**config.mk**
```make
export PLATFORM = sky130hd
export DESIGN_NAME = base64_stream_encoder_top_flat
export DESIGN_NICKNAME = d
export VERILOG_FILES = /design/src/rtl/core/b64e_pkg.sv /design/src/rtl/core/b64e_stream_if.sv /design/src/rtl/core/b64e_front.sv /design/src/rtl/core/b64e_queue.sv /design/src/rtl/core/b64e_back.sv /design/src/rtl/core/base64_stream_encoder_top.sv /design/src/flat_wrapper.sv
export SDC_FILE = /design/constraint.sdc
export NUM_CORES = 1
export LEC_CHECK = 0
export ABC_AREA = 0
export BUFFER_PORTS_ARGS = -buffer_cell sky130_fd_sc_hd__buf_2
export CAP_MARGIN = 20
export CORE_ASPECT_RATIO = 0.6
export CORE_MARGIN = 4
export CORE_UTILIZATION = 30
export DETAILED_ROUTE_END_ITERATION = 10
export SLEW_MARGIN = 20
export SYNTH_ARGS = -nofsm -noshare
export SYNTH_HDL_FRONTEND = slang
export SYNTH_HIERARCHICAL = 1
export SYNTH_SLANG_ARGS = --single-unit
```
**constraint.sdc**
```tcl
create_clock -name i_clk -period 5.4 [get_ports i_clk]
set_clock_uncertainty 0.05 [all_clocks]
set_input_delay 0.27 -clock i_clk [delete_from_list [all_inputs] [get_ports i_clk]]
set_output_delay 0.27 -clock i_clk [all_outputs]
set_load 0.1 [all_outputs]
```
**src/rtl/core/b64e_pkg.sv**
```systemverilog
// Base64 stream encoder: shared types, codes and the sextet-to-character map.
// No dependencies; the front, queue, back, top and checker import this package.
package b64e_pkg;

    localparam int GROUP_W = 24;

    // Number of '=' characters that close a group.
    localparam logic [1:0] PAD_NONE = 2'd0;
    localparam logic [1:0] PAD_ONE  = 2'd1;
    localparam logic [1:0] PAD_TWO  = 2'd2;

    localparam logic [6:0] CHAR_UPPER_A = 7'd65;  // 'A'
    localparam logic [6:0] LOWER_OFFSET = 7'd71;  // 'a' - 26
    localparam logic [6:0] DIGIT_OFFSET = 7'd4;   // 52 - '0'
    localparam logic [6:0] CHAR_PLUS    = 7'd43;  // '+'
    localparam logic [6:0] CHAR_SLASH   = 7'd47;  // '/'
    localparam logic [6:0] CHAR_PAD     = 7'd61;  // '='

    localparam logic [5:0] SEXTET_LOWER = 6'd26;
    localparam logic [5:0] SEXTET_DIGIT = 6'd52;
    localparam logic [5:0] SEXTET_PLUS  = 6'd62;
    localparam logic [5:0] SEXTET_SLASH = 6'd63;

    // One finished group, as handed from the front to the back.
    typedef struct packed {
        logic [GROUP_W-1:0] group;
        logic [1:0]         pad_count;
        logic               eom;
    } t_job;

    function automatic logic [6:0] sextet_char(input logic [5:0] v);
        logic [6:0] c;
        if (v < SEXTET_LOWER) begin
            c = CHAR_UPPER_A + {1'b0, v};
        end else if (v < SEXTET_DIGIT) begin
            c = {1'b0, v} + LOWER_OFFSET;
        end else if (v < SEXTET_PLUS) begin
            c = {1'b0, v} - DIGIT_OFFSET;
        end else if (v == SEXTET_PLUS) begin
            c = CHAR_PLUS;
        end else begin
            c = CHAR_SLASH;
        end
        return c;
    endfunction

endpackage

```
**src/rtl/core/b64e_stream_if.sv**
```systemverilog
// Base64 stream encoder: valid/ready channel interfaces for bytes and characters.
// No dependencies.
interface b64e_in_if;
    logic       valid;
    logic       ready;
    logic [7:0] data_byte;
    logic       end_of_message;

    modport source (output valid, output data_byte, output end_of_message, input ready);
    modport sink   (input valid, input data_byte, input end_of_message, output ready);
endinterface

interface b64e_out_if;
    logic       valid;
    logic       ready;
    logic [6:0] out_char;
    logic       last_char;

    modport source (output valid, output out_char, output last_char, input ready);
    modport sink   (input valid, input out_char, input last_char, output ready);
endinterface

```
**src/rtl/core/b64e_front.sv**
```systemverilog
// Base64 stream encoder front: takes bytes, gathers groups, pushes finished jobs.
// Depends on b64e_pkg.
module b64e_front (
    input  logic            i_clk,
    input  logic            i_rst_n,
    b64e_in_if.sink         i_in_ch,
    input  logic            i_q_full,
    output logic            o_push,
    output b64e_pkg::t_job  o_job
);
    import b64e_pkg::*;

    logic [15:0] r_held_bytes, n_held_bytes;
    logic [1:0]  r_held_count, n_held_count;
    logic        accept;

    assign i_in_ch.ready = !i_q_full;
    assign accept        = i_in_ch.valid && !i_q_full;

    always_comb begin
        n_held_bytes = r_held_bytes;
        n_held_count = r_held_count;
        o_push       = 1'b0;
        o_job.eom    = i_in_ch.end_of_message;
        o_job.group  = {r_held_bytes, i_in_ch.data_byte};
        o_job.pad_count = PAD_NONE;
        if (r_held_count[1]) begin
            // full group, end flag or not
            o_push = accept;
        end else if (i_in_ch.end_of_message) begin
            o_push = accept;
            if (r_held_count[0]) begin
                o_job.group     = {r_held_bytes[15:8], i_in_ch.data_byte, 8'h00};
                o_job.pad_count = PAD_ONE;
            end else begin
                o_job.group     = {i_in_ch.data_byte, 16'h0000};
                o_job.pad_count = PAD_TWO;
            end
        end
        if (accept) begin
            if (o_push) begin
                n_held_bytes = 16'h0000;
                n_held_count = 2'd0;
            end else if (r_held_count[0]) begin
                n_held_bytes = {r_held_bytes[15:8], i_in_ch.data_byte};
                n_held_count = 2'd2;
            end else begin
                n_held_bytes = {i_in_ch.data_byte, 8'h00};
                n_held_count = 2'd1;
            end
        end
    end

    always_ff @(posedge i_clk) begin
        if (!i_rst_n) begin
            r_held_bytes <= 16'h0000;
            r_held_count <= 2'd0;
        end else begin
            r_held_bytes <= n_held_bytes;
            r_held_count <= n_held_count;
        end
    end

endmodule

```
**src/rtl/core/b64e_queue.sv**
```systemverilog
// Base64 stream encoder: small job queue between front and back.
// Depends on b64e_pkg.
module b64e_queue #(
    parameter int DEPTH = 2
) (
    input  logic            i_clk,
    input  logic            i_rst_n,
    input  logic            i_push,
    input  b64e_pkg::t_job  i_job,
    output logic            o_full,
    output logic            o_valid,
    input  logic            i_pop,
    output b64e_pkg::t_job  o_job
);
    import b64e_pkg::*;

    localparam int PTR_W = (DEPTH > 1) ? $clog2(DEPTH) : 1;
    localparam int CNT_W = $clog2(DEPTH + 1);

    t_job             r_mem [DEPTH];
    logic [PTR_W-1:0] r_wr_ptr, r_rd_ptr;
    logic [CNT_W-1:0] r_count;
    logic             do_push, do_pop;

    assign o_full  = (r_count == CNT_W'(DEPTH));
    assign o_valid = (r_count != '0);
    assign o_job   = r_mem[r_rd_ptr];
    assign do_push = i_push && !o_full;
    assign do_pop  = i_pop && o_valid;

    always_ff @(posedge i_clk) begin
        if (do_push) begin
            r_mem[r_wr_ptr] <= i_job;
        end
    end

    always_ff @(posedge i_clk) begin
        if (!i_rst_n) begin
            r_wr_ptr <= '0;
            r_rd_ptr <= '0;
            r_count  <= '0;
        end else begin
            if (do_push) begin
                r_wr_ptr <= (r_wr_ptr == PTR_W'(DEPTH - 1)) ? '0 : r_wr_ptr + 1'b1;
            end
            if (do_pop) begin
                r_rd_ptr <= (r_rd_ptr == PTR_W'(DEPTH - 1)) ? '0 : r_rd_ptr + 1'b1;
            end
            if (do_push && !do_pop) begin
                r_count <= r_count + 1'b1;
            end else if (do_pop && !do_push) begin
                r_count <= r_count - 1'b1;
            end
        end
    end

endmodule

```
**src/rtl/core/b64e_back.sv**
```systemverilog
// Base64 stream encoder back: turns one job into four characters, one a cycle while the output is not stalled.
// Depends on b64e_pkg.
module b64e_back (
    input  logic            i_clk,
    input  logic            i_rst_n,
    input  logic            i_q_valid,
    input  b64e_pkg::t_job  i_job,
    output logic            o_pop,
    b64e_out_if.source      o_out_ch
);
    import b64e_pkg::*;

    t_job       r_job, n_job;
    logic       r_busy, n_busy;
    logic [1:0] r_idx, n_idx;
    logic       r_out_valid, n_out_valid;
    logic [6:0] r_out_char, n_out_char;
    logic       r_out_last, n_out_last;
    logic       adv, fire, done;
    logic [5:0] sextet;
    logic       is_pad;

    assign adv   = !r_out_valid || o_out_ch.ready;
    assign fire  = r_busy && adv;
    assign done  = fire && (r_idx == 2'd3);
    assign o_pop = i_q_valid && (!r_busy || done);

    always_comb begin
        case (r_idx)
            2'd0:    sextet = r_job.group[23:18];
            2'd1:    sextet = r_job.group[17:12];
            2'd2:    sextet = r_job.group[11:6];
            default: sextet = r_job.group[5:0];
        endcase
        is_pad = ((r_idx == 2'd3) && (r_job.pad_count != PAD_NONE))
              || ((r_idx == 2'd2) && (r_job.pad_count == PAD_TWO));
    end

    always_comb begin
        n_job       = r_job;
        n_busy      = r_busy;
        n_idx       = r_idx;
        n_out_valid = r_out_valid;
        n_out_char  = r_out_char;
        n_out_last  = r_out_last;
        if (fire) begin
            n_out_valid = 1'b1;
            n_out_char  = is_pad ? CHAR_PAD : sextet_char(sextet);
            n_out_last  = r_job.eom && (r_idx == 2'd3);
            n_idx       = r_idx + 2'd1;
            if (done) begin
                n_busy = 1'b0;
            end
        end else if (o_out_ch.ready) begin
            n_out_valid = 1'b0;
        end
        if (o_pop) begin
            n_job  = i_job;
            n_busy = 1'b1;
            n_idx  = 2'd0;
        end
    end

    always_ff @(posedge i_clk) begin
        r_job      <= n_job;
        r_out_char <= n_out_char;
        r_out_last <= n_out_last;
    end

    always_ff @(posedge i_clk) begin
        if (!i_rst_n) begin
            r_busy      <= 1'b0;
            r_idx       <= 2'd0;
            r_out_valid <= 1'b0;
        end else begin
            r_busy      <= n_busy;
            r_idx       <= n_idx;
            r_out_valid <= n_out_valid;
        end
    end

    assign o_out_ch.valid     = r_out_valid;
    assign o_out_ch.out_char  = r_out_char;
    assign o_out_ch.last_char = r_out_last;

endmodule

```
**src/rtl/core/base64_stream_encoder_top.sv**
```systemverilog
// Base64 stream encoder (standard alphabet, '=' padding): one message byte in
// per item, one ASCII character out per item. Every third byte, or the last
// byte of a message, closes a group that comes out as four characters, the
// final one of a message carrying last_char. The output register sends one
// character a cycle while the output is not stalled, and bytes of later
// groups are taken while a group's characters go out. A closing byte's group
// passes through the job queue and the back's job register before its first
// character is registered at the output.
// Input ready drops only while the job queue (QUEUE_DEPTH groups) is full.
// Depends on b64e_pkg, the channel interfaces, b64e_front, b64e_queue and
// b64e_back.
module base64_stream_encoder_top #(
    parameter int QUEUE_DEPTH = 2   // finished groups buffered, 2 or more
) (
    input  logic        i_clk,
    input  logic        i_rst_n,
    b64e_in_if.sink     i_in_ch,
    b64e_out_if.source  o_out_ch
);
    import b64e_pkg::*;

    // front -> queue
    logic q_push;
    t_job q_in_job;
    logic q_full;

    // queue -> back
    logic q_valid;
    logic q_pop;
    t_job q_out_job;

    // Front: holds up to two bytes of the open group; on a closing byte it
    // builds the 24-bit group (zero-filled for short groups) and the pad count.
    b64e_front u_front (
        .i_clk    (i_clk),
        .i_rst_n  (i_rst_n),
        .i_in_ch  (i_in_ch),
        .i_q_full (q_full),
        .o_push   (q_push),
        .o_job    (q_in_job)
    );

    // Queue: decouples byte intake from character output.
    b64e_queue #(
        .DEPTH (QUEUE_DEPTH)
    ) u_queue (
        .i_clk   (i_clk),
        .i_rst_n (i_rst_n),
        .i_push  (q_push),
        .i_job   (q_in_job),
        .o_full  (q_full),
        .o_valid (q_valid),
        .i_pop   (q_pop),
        .o_job   (q_out_job)
    );

    // Back: walks the four sextets of a group, substitutes padding, and
    // pulls the next group in the same cycle its fourth character is registered.
    b64e_back u_back (
        .i_clk     (i_clk),
        .i_rst_n   (i_rst_n),
        .i_q_valid (q_valid),
        .i_job     (q_out_job),
        .o_pop     (q_pop),
        .o_out_ch  (o_out_ch)
    );

endmodule

```
**src/flat_wrapper.sv**
```systemverilog
// flat-port wrapper written by rule: the top's interface ports become plain ports
module base64_stream_encoder_top_flat import b64e_pkg::*;
#(
    parameter int QUEUE_DEPTH = 2                                         
)
  (i_clk, i_rst_n, i_in_ch_valid, i_in_ch_data_byte, i_in_ch_end_of_message, i_in_ch_ready, o_out_ch_valid, o_out_ch_out_char, o_out_ch_last_char, o_out_ch_ready);
  b64e_in_if i_in_ch_i ();
  b64e_out_if o_out_ch_i ();
  input  logic i_clk;
  input  logic i_rst_n;
  input wire logic [$bits(i_in_ch_i.valid)-1:0] i_in_ch_valid;
  input wire logic [$bits(i_in_ch_i.data_byte)-1:0] i_in_ch_data_byte;
  input wire logic [$bits(i_in_ch_i.end_of_message)-1:0] i_in_ch_end_of_message;
  output wire logic [$bits(i_in_ch_i.ready)-1:0] i_in_ch_ready;
  output wire logic [$bits(o_out_ch_i.valid)-1:0] o_out_ch_valid;
  output wire logic [$bits(o_out_ch_i.out_char)-1:0] o_out_ch_out_char;
  output wire logic [$bits(o_out_ch_i.last_char)-1:0] o_out_ch_last_char;
  input wire logic [$bits(o_out_ch_i.ready)-1:0] o_out_ch_ready;
  assign i_in_ch_i.valid = i_in_ch_valid;
  assign i_in_ch_i.data_byte = i_in_ch_data_byte;
  assign i_in_ch_i.end_of_message = i_in_ch_end_of_message;
  assign i_in_ch_ready = i_in_ch_i.ready;
  assign o_out_ch_valid = o_out_ch_i.valid;
  assign o_out_ch_out_char = o_out_ch_i.out_char;
  assign o_out_ch_last_char = o_out_ch_i.last_char;
  assign o_out_ch_i.ready = o_out_ch_ready;
  base64_stream_encoder_top #(.QUEUE_DEPTH(QUEUE_DEPTH)) u_core (.i_clk(i_clk), .i_rst_n(i_rst_n), .i_in_ch(i_in_ch_i), .o_out_ch(o_out_ch_i));
endmodule
```
* After elaboration in Yosys (flattened, before gate mapping) *
Memories as Yosys holds them, arrays and structs flattened. A register that Yosys moved wholly into a read port is not among the register bits.
Cells that the tools add are included.

storage, ports and cells
  register bits = 34
  bits in writable memories = 54
  output and inout bits = 10
  logic and storage cells = 85
  memories = 1

memories
  memory                depth  bits a word  rd ports  clocked after Yosys merged registers in  wr ports  RTL line          RTL
  u_core.u_queue.r_mem  2      27           1         1                                        1         b64e_queue.sv:20  t_job r_mem [DEPTH];

cells by class
  add/subtract/negate cells = 8
  magnitude comparators = 3
  equal/unequal tests = 7
  muxes and demuxes = 25
  bitwise logic cells = 1
  reduce and logical (&&, ||, !) cells = 29

operators by type and width
  kind                 number
  $mux 26              3
  $mux 16              2
  $mux 7               3
  $pmux 6 s3           1
  $lt 6x6->1 const B   2
  $reduce_bool 2->1    6
  $logic_and 1x1->1    11
  $mux 1               11
  $eq 2x2->1 const B   4
  $mux 2               4
  $add 6x7->7 const B  1
  $add 7x6->7 const A  1
  $sub 6x3->7 const B  1
  $eq 6x6->1 const B   1
  $lt 6x5->1 const B   1
  $logic_not 1->1      5
  $add 2x1->2 const B  2
  $reduce_and 2->1     2
  $logic_or 1x1->1     3
  $mux 3               1
  $add 1x1->1 const B  2
  $eq 2x1->1 const B   1
  $logic_not 2->1      1
  $ne 2x2->1 const B   1
  other kinds (3)      3

* Logic depth before layout (Yosys ltp) *
  word-level depth = 10
  depth in mapped cells = 10
  gate-level depth less buffers = 10

* Cells and area by module *
The synthesis kept the hierarchy.

by module, submodules not included
  module      times used  cells an instance  area each (um^2)  seq. area each (um^2)
  b64e_queue  1           109                2182.1            1721.7
  b64e_back   1           141                1845.5            1131.1
  b64e_front  1           102                948.4             360.3

* Worst setup path before layout *
OpenSTA, ideal clock, no wires.

  path type = reg-to-reg
  from = reg u_core.u_back.r_out_valid (netlist: u_core/u_back/o_out_ch.valid)
  to = reg u_core.u_queue.r_count[1]
  setup time = 0.070 ns
  data arrival time = 4.335 ns
  data required time = 5.280 ns
  path slack = 0.945 ns
  stages on the path, launching flop included = 9
  buffers on the path = 0
  period minus slack after synthesis = 4.455 ns
  cells stage by stage = dfxtp_1 > nand2b_1 > nand2_1 > a21boi_0 > o21ai_1 > ha_1 > xor2_1 > or3_1 > a21boi_1

between the ends
  word-level cells in the longest chain between the ends = 10
  elaborated cells on any way between the ends = 12
  those cells by class = 1 x mux; 11 x reduce/logical

RTL lines
  what                                         RTL line                         RTL
  start: declaration                           b64e_back.sv:16                  logic r_out_valid, n_out_valid;
  start signal: assignment                     b64e_back.sv:78                  r_out_valid <= n_out_valid;
  $logic_not 1->1 *                            b64e_back.sv:23                  assign adv = !r_out_valid || o_out_ch.ready;
  $logic_or 1x1->1 *                           b64e_back.sv:23
  $logic_and 1x1->1 *                          b64e_back.sv:24                  assign fire = r_busy && adv;
  $logic_and 1x1->1 *                          b64e_back.sv:25                  assign done = fire && (r_idx == 2'd3);
  $logic_or 1x1->1 *                           b64e_back.sv:26                  assign o_pop = i_q_valid && (!r_busy || done);
  $logic_and 1x1->1 *                          b64e_back.sv:26
  via u_core.q_pop                             base64_stream_encoder_top.sv:29  logic q_pop;
  $logic_and 1x1->1 *                          b64e_queue.sv:29                 assign do_pop = i_pop && o_valid;
  $logic_not 1->1                              b64e_queue.sv:49                 if (do_push && !do_pop) begin
  $logic_and 1x1->1                            b64e_queue.sv:49
  $mux 2 or $reduce_bool 2->1 (tied branches)  --
  end signal: assignment                       b64e_queue.sv:50                 r_count <= r_count + 1'b1;
  end signal: assignment                       b64e_queue.sv:52                 r_count <= r_count - 1'b1;
  end: declaration                             b64e_queue.sv:22                 logic [CNT_W-1:0] r_count;

The timed path passes the listed nets; every way through them passes the cells marked *.
A chain may end at the register's enable or synchronous reset.

* Worst setup path in the final report *
  from = reg u_core.u_back.r_idx[0]
  to = reg u_core.u_back.r_out_char[3] (netlist: u_core/u_back/o_out_ch.out_char[3]), data pin

between the ends
  word-level cells in the longest chain between the ends = 6
  elaborated cells on any way between the ends = 17
  those cells by class = 3 x add/sub; 3 x order compare; 3 x eq/ne; 4 x mux; 4 x reduce/logical

RTL lines
  what                                       RTL line                          RTL
  start: declaration                         b64e_back.sv:15                   logic [1:0] r_idx, n_idx;
  start signal: assignment                   b64e_back.sv:77                   r_idx <= n_idx;
  $eq 2x2->1, or another cell as far along   b64e_back.sv:29, b64e_back.sv:36
  $pmux 6 s3                                 b64e_back.sv:29                   case (r_idx)
  $sub 6x3->7 or $lt 6x6->1 (tied branches)  b64e_pkg.sv:38, b64e_pkg.sv:37
  $mux 7                                     b64e_pkg.sv:37                    end else if (v < SEXTET_PLUS) begin
  $mux 7                                     b64e_pkg.sv:35                    end else if (v < SEXTET_DIGIT) begin
  $mux 7                                     b64e_pkg.sv:33                    if (v < SEXTET_LOWER) begin
  end signal: assignment                     b64e_back.sv:66                   r_out_char <= n_out_char;
  end: declaration                           b64e_back.sv:17                   logic [6:0] r_out_char, n_out_char;

Parallel ways exist; a longest one is shown, timed or not.

==> impl_metrics.xml <==
<?xml version="1.0" encoding="UTF-8"?>
<metrics>
  <group name="status">
    <metric name="status" unit="">completed</metric>
  </group>
  <group name="die">
    <metric name="rows" unit="">36</metric>
    <metric name="fp.coreArea" unit="µm²">16300</metric>
    <metric name="die_width" unit="µm">174</metric>
    <metric name="ioPinCount" unit="">23</metric>
    <metric name="initial_core_util" unit="">0.306</metric>
    <metric name="fp.dieArea" unit="µm²">18800</metric>
    <metric name="die_y" unit="µm">108</metric>
  </group>
  <group name="synth">
    <metric name="synth-warning-count" unit="">6</metric>
    <metric name="syn_area_per_cell" unit="µm²">14.1</metric>
    <metric name="dominant_combinational_cell_family_by_area_after_synthesis" unit="">compound AO/OA/AOI/OAI gates</metric>
    <metric name="dominantRegCellSynth" unit="">edfxtp_1</metric>
    <metric name="syn-cell-area" unit="µm²">4980</metric>
    <metric name="synth_adder_area_share" unit="">0.0201</metric>
    <metric name="number_of_enable_type_register_cells_in_the_synthesized_netlist" unit="">89</metric>
    <metric name="synth_mux_area_frac" unit="">0.0913</metric>
    <metric name="synthArstFlopShare" unit="">0</metric>
    <metric name="yosysSeqAreaShare" unit="">0.646</metric>
    <metric name="synthSimpleGateAreaFrac" unit="">0.0933</metric>
    <metric name="synth.distinct_cells" unit="">57</metric>
    <metric name="synth-xor-area-share" unit="">0.0123</metric>
    <metric name="postSynthRegisterBits" unit="">116</metric>
    <metric name="post_synthesis_cell_count" unit="">352</metric>
    <metric name="synth_compound_gate_area_share" unit="">0.107</metric>
    <metric name="synth_fp_nets" unit="">373</metric>
  </group>
  <group name="place">
    <metric name="dp_hpwl" unit="µm">6580</metric>
    <metric name="place.port_buffers" unit="">22</metric>
    <metric name="placement.setup.worst_slack" unit="ps">2490</metric>
    <metric name="gp_congestion" unit="">0.879</metric>
  </group>
  <group name="clock_network">
    <metric name="clock_tree.buffer_depth" unit="">2</metric>
    <metric name="worstSkewPairLatency" unit="ps">410</metric>
    <metric name="cts.htree.levels" unit="">4</metric>
    <metric name="post_cts_resize_count" unit="">0</metric>
    <metric name="cts_hold_repair.buffers" unit="">0</metric>
    <metric name="numCtsBuffers" unit="">17</metric>
    <metric name="tritoncts" unit="">done</metric>
    <metric name="clkSlewWorstSetupHoldPaths" unit="ps">60</metric>
    <metric name="post-cts-setup-buffer-count" unit="">0</metric>
    <metric name="root_buffer" unit="">clkbuf_16</metric>
    <metric name="clkSinkCount" unit="">116</metric>
  </group>
  <group name="timing">
    <metric name="max_slew_margin" unit="">0.533</metric>
    <metric name="clock.fmax" unit="MHz">343</metric>
    <metric name="maxSlewViolCount" unit="">0</metric>
    <metric name="period_needed" unit="ps">2920</metric>
    <metric name="post-route-worst-setup-slack" unit="ps">2480</metric>
    <metric name="final_min_period_over_clock_period" unit="">0.540</metric>
    <metric name="fin_setup_tns" unit="ps">0</metric>
    <metric name="hold_viol" unit="">0</metric>
    <metric name="rsz0062_at_grt" unit="">false</metric>
    <metric name="timing_worst_slew_pin_value" unit="ps">700</metric>
    <metric name="report.final.setup_viol" unit="">0</metric>
  </group>
  <group name="pwr">
    <metric name="power_per_cell_area" unit="nW/µm²">639</metric>
    <metric name="pwr-share-seq" unit="">0.351</metric>
    <metric name="combinationalPowerShare" unit="">0.342</metric>
    <metric name="clock_power_share" unit="">0.307</metric>
    <metric name="power_switching" unit="mW">1.37</metric>
    <metric name="p_leak" unit="nW">2.15</metric>
    <metric name="intPower" unit="mW">2.44</metric>
    <metric name="power.switching_fraction" unit="">0.359</metric>
    <metric name="ir_drop" unit="V">0.000217</metric>
  </group>
  <group name="critical_path">
    <metric name="r2r-end" unit="">u_core/u_back/o_out_ch.out_char[3]</metric>
    <metric name="path_depth" unit="">10</metric>
    <metric name="start_kind" unit="">register</metric>
    <metric name="critPathLaunch" unit="">u_core/u_back/r_idx[0]</metric>
    <metric name="worst_path_dominant_cell_family" unit="">compound AO/OA/AOI/OAI gates</metric>
    <metric name="worst_ep_arrival_time" unit="ps">3010</metric>
    <metric name="worst_ep_required_time" unit="ps">5500</metric>
    <metric name="worstPathMaxFanout" unit="">8</metric>
    <metric name="timing.critical_path.slowest_cell_delay" unit="ps">370</metric>
    <metric name="crit_path_frequent_cell" unit="">ha_1</metric>
    <metric name="end_kind" unit="">register</metric>
    <metric name="r2r_slack" unit="ps">2480</metric>
    <metric name="critical_path_buf_inv_count" unit="">2</metric>
    <metric name="crit_path_top_delay_cell" unit="">dfxtp_1</metric>
    <metric name="crit-reg2reg-launch" unit="">u_core/u_back/r_idx[0]</metric>
    <metric name="cp_cell_sequence" unit="">inv_1 -&gt; ha_1 -&gt; a22o_1 -&gt; o21ai_4 -&gt; inv_2 -&gt; ha_1 -&gt; and2_4 -&gt; nor3_2 -&gt; a21oi_1 -&gt; a221o_1</metric>
    <metric name="r2r.worst_path.cells" unit="">10</metric>
    <metric name="timing_worst_setup_path_type" unit="">reg -&gt; reg</metric>
  </group>
  <group name="routing">
    <metric name="avgViaCountPerCell" unit="">4.50</metric>
    <metric name="drcViolationCount" unit="">0</metric>
    <metric name="detailroute.via_count" unit="">2820</metric>
    <metric name="ant_nets" unit="">0</metric>
    <metric name="drt-total-wl" unit="µm">9530</metric>
    <metric name="drt-initial-drc-count" unit="">179</metric>
    <metric name="first_pass_drt_iterations" unit="">5</metric>
    <metric name="wire_per_inst" unit="µm">15.2</metric>
  </group>
  <group name="global_routing">
    <metric name="groute.usage.overall" unit="">0.107</metric>
    <metric name="antenna_found_initial" unit="">0</metric>
    <metric name="grt_remaining_overflow" unit="">0</metric>
    <metric name="grt_pass1_wl" unit="µm">15100</metric>
    <metric name="number_of_global_route_vias_before_repair" unit="">2763</metric>
    <metric name="grt_start_max_net_pins" unit="">30</metric>
  </group>
  <group name="hold_path">
    <metric name="hold_class" unit="">in -&gt; reg</metric>
    <metric name="whs_endpoint" unit="">u_core/u_front/r_held_bytes[15]</metric>
    <metric name="whs_path_depth" unit="">2</metric>
    <metric name="min-delay-start" unit="">i_in_ch_data_byte[7]</metric>
  </group>
  <group name="cells_and_area">
    <metric name="layout_cells_sized_above_1" unit="">0.281</metric>
    <metric name="nets" unit="">406</metric>
    <metric name="area.growth.synth_to_final" unit="%">19.6</metric>
    <metric name="number_of_filler_instances_in_the_final_layout" unit="">1540</metric>
    <metric name="antenna_cells" unit="">0</metric>
  </group>
  <group name="flow_run">
    <metric name="drv.max_cap_violation_count" unit="">0</metric>
  </group>
</metrics>
==> cell type report <==
class	instances	area [µm²]	area share
Tap cell	228	285	0.0479
Sequential cell	116	3210	0.540
Inverter	18	70.1	0.0118
Clock buffer	17	425	0.0715
Multi-Input combinational cell	206	1620	0.273
Timing Repair Buffer	26	140	0.0235
Clock inverter	15	194	0.0326
==> power groups by stage <==
stage	Combinational, mW	Clock (mW)	Sequential, mW
after floorplan	0.821	0	1.56
after global placement	1.27	0	1.35
after detailed placement	1.30	0	1.36
after CTS	1.30	1.19	1.34
after global routing	1.42	1.24	1.36
final	1.30	1.17	1.33
==> cell usage in the layout, fill, tap and decap left out, drive strengths merged, types with 3 or more instances in the layout <==
| cell type | count |
|---|---|
| a22oi | 6 |
| nor2b | 5 |
| edfxtp | 89 |
| buf | 26 |
| a21oi | 10 |
| nor2 | 14 |
| o21ai | 14 |
| xnor2 | 6 |
| nor3 | 7 |
| clkbuf | 17 |
| and2 | 15 |
| bufinv | 3 |
| a21boi | 4 |
| o21a | 3 |
| inv | 25 |
| and3 | 3 |
| nand2 | 23 |
| ha | 8 |
| mux2i | 3 |
| clkinvlp | 3 |
| nand2b | 6 |
| a22o | 21 |
| mux2 | 35 |
| dfxtp | 27 |
==> per-stage QoR <==
| step | area, µm² | hold slack [ps] | utilization | total power, mW | cells |
|---|---|---|---|---|---|
| floorplan | 4980 | 338 | - | 2.38 | 352 |
| global placement | 5330 | 409 | 0.328 | 2.62 | 594 |
| detailed placement | 5330 | 404 | 0.328 | 2.65 | 594 |
| CTS | 5950 | 66.0 | 0.366 | 3.83 | 626 |
| global route | 5950 | 71.9 | 0.366 | 4.02 | 626 |
| finish | 5950 | 76.4 | 0.366 | 3.80 | 626 |
==> cells in the mapped netlist, types with 4 or more instances <==
| library cell | count | share of area |
|---|---|---|
| nor3_1 | 5 | 0.0050 |
| nor2_1 | 13 | 0.0098 |
| xnor2_1 | 6 | 0.011 |
| a22oi_1 | 6 | 0.0091 |
| and2_1 | 13 | 0.016 |
| mux2_2 | 27 | 0.061 |
| buf_4 | 4 | 0.0060 |
| mux2_4 | 8 | 0.024 |
| ha_1 | 8 | 0.020 |
| a22o_1 | 19 | 0.033 |
| o21ai_0 | 11 | 0.011 |
| dfxtp_1 | 27 | 0.11 |
| nand2_1 | 23 | 0.017 |
| edfxtp_1 | 89 | 0.54 |
| a21oi_1 | 10 | 0.010 |
| nand2b_1 | 5 | 0.0063 |
| nor2b_1 | 5 | 0.0063 |
| buf_2 | 4 | 0.0040 |
| inv_1 | 14 | 0.011 |
==> how the worst max path moves through the flow <==
stage / to / slack, ps
after floorplan: u_core/u_queue/r_count[1] / 950
after global placement: u_core/u_back/o_out_ch.out_char[3] / 2640
after detailed placement: u_core/u_back/o_out_ch.out_char[3] / 2490
after CTS: u_core/u_back/o_out_ch.out_char[3] / 2490
after global routing: u_core/u_back/o_out_ch.out_char[3] / 2250
final: u_core/u_back/o_out_ch.out_char[3] / 2480
==> per-layer routing <==
layer  share of wire  GRT usage  up-vias
met1            0.54      0.165     1351
met2            0.39      0.134       83
met4          0.0084     0.0333        0
met5               0          0        -
li1                -          -     1380
met3           0.062     0.0386        6
==> cell families after synthesis <==
group | after synthesis
flops | 116
simple gates | 83
compound gates | 70
mux | 38
buf+inv | 30
fa+ha+maj | 8
xor+xnor | 7
==> registers in the layout, summed over array words and instances (netlist names), named ones only <==
name                              count
u_core/u_back/o_out_ch.last_char      1
u_core/u_queue/r_wr_ptr               1
u_core/u_queue/r_count                2
u_core/u_front/r_held_count           2
u_core/u_back/r_idx                   2
u_core/u_front/r_held_bytes          16
u_core/u_back/o_out_ch.valid          1
u_core/u_queue/r_mem                 54
u_core/u_queue/r_rd_ptr               1
u_core/u_back/r_job                  27
u_core/u_back/r_busy                  1
u_core/u_back/o_out_ch.out_char       7
Note: power is estimated with default switching activity, not from simulation.
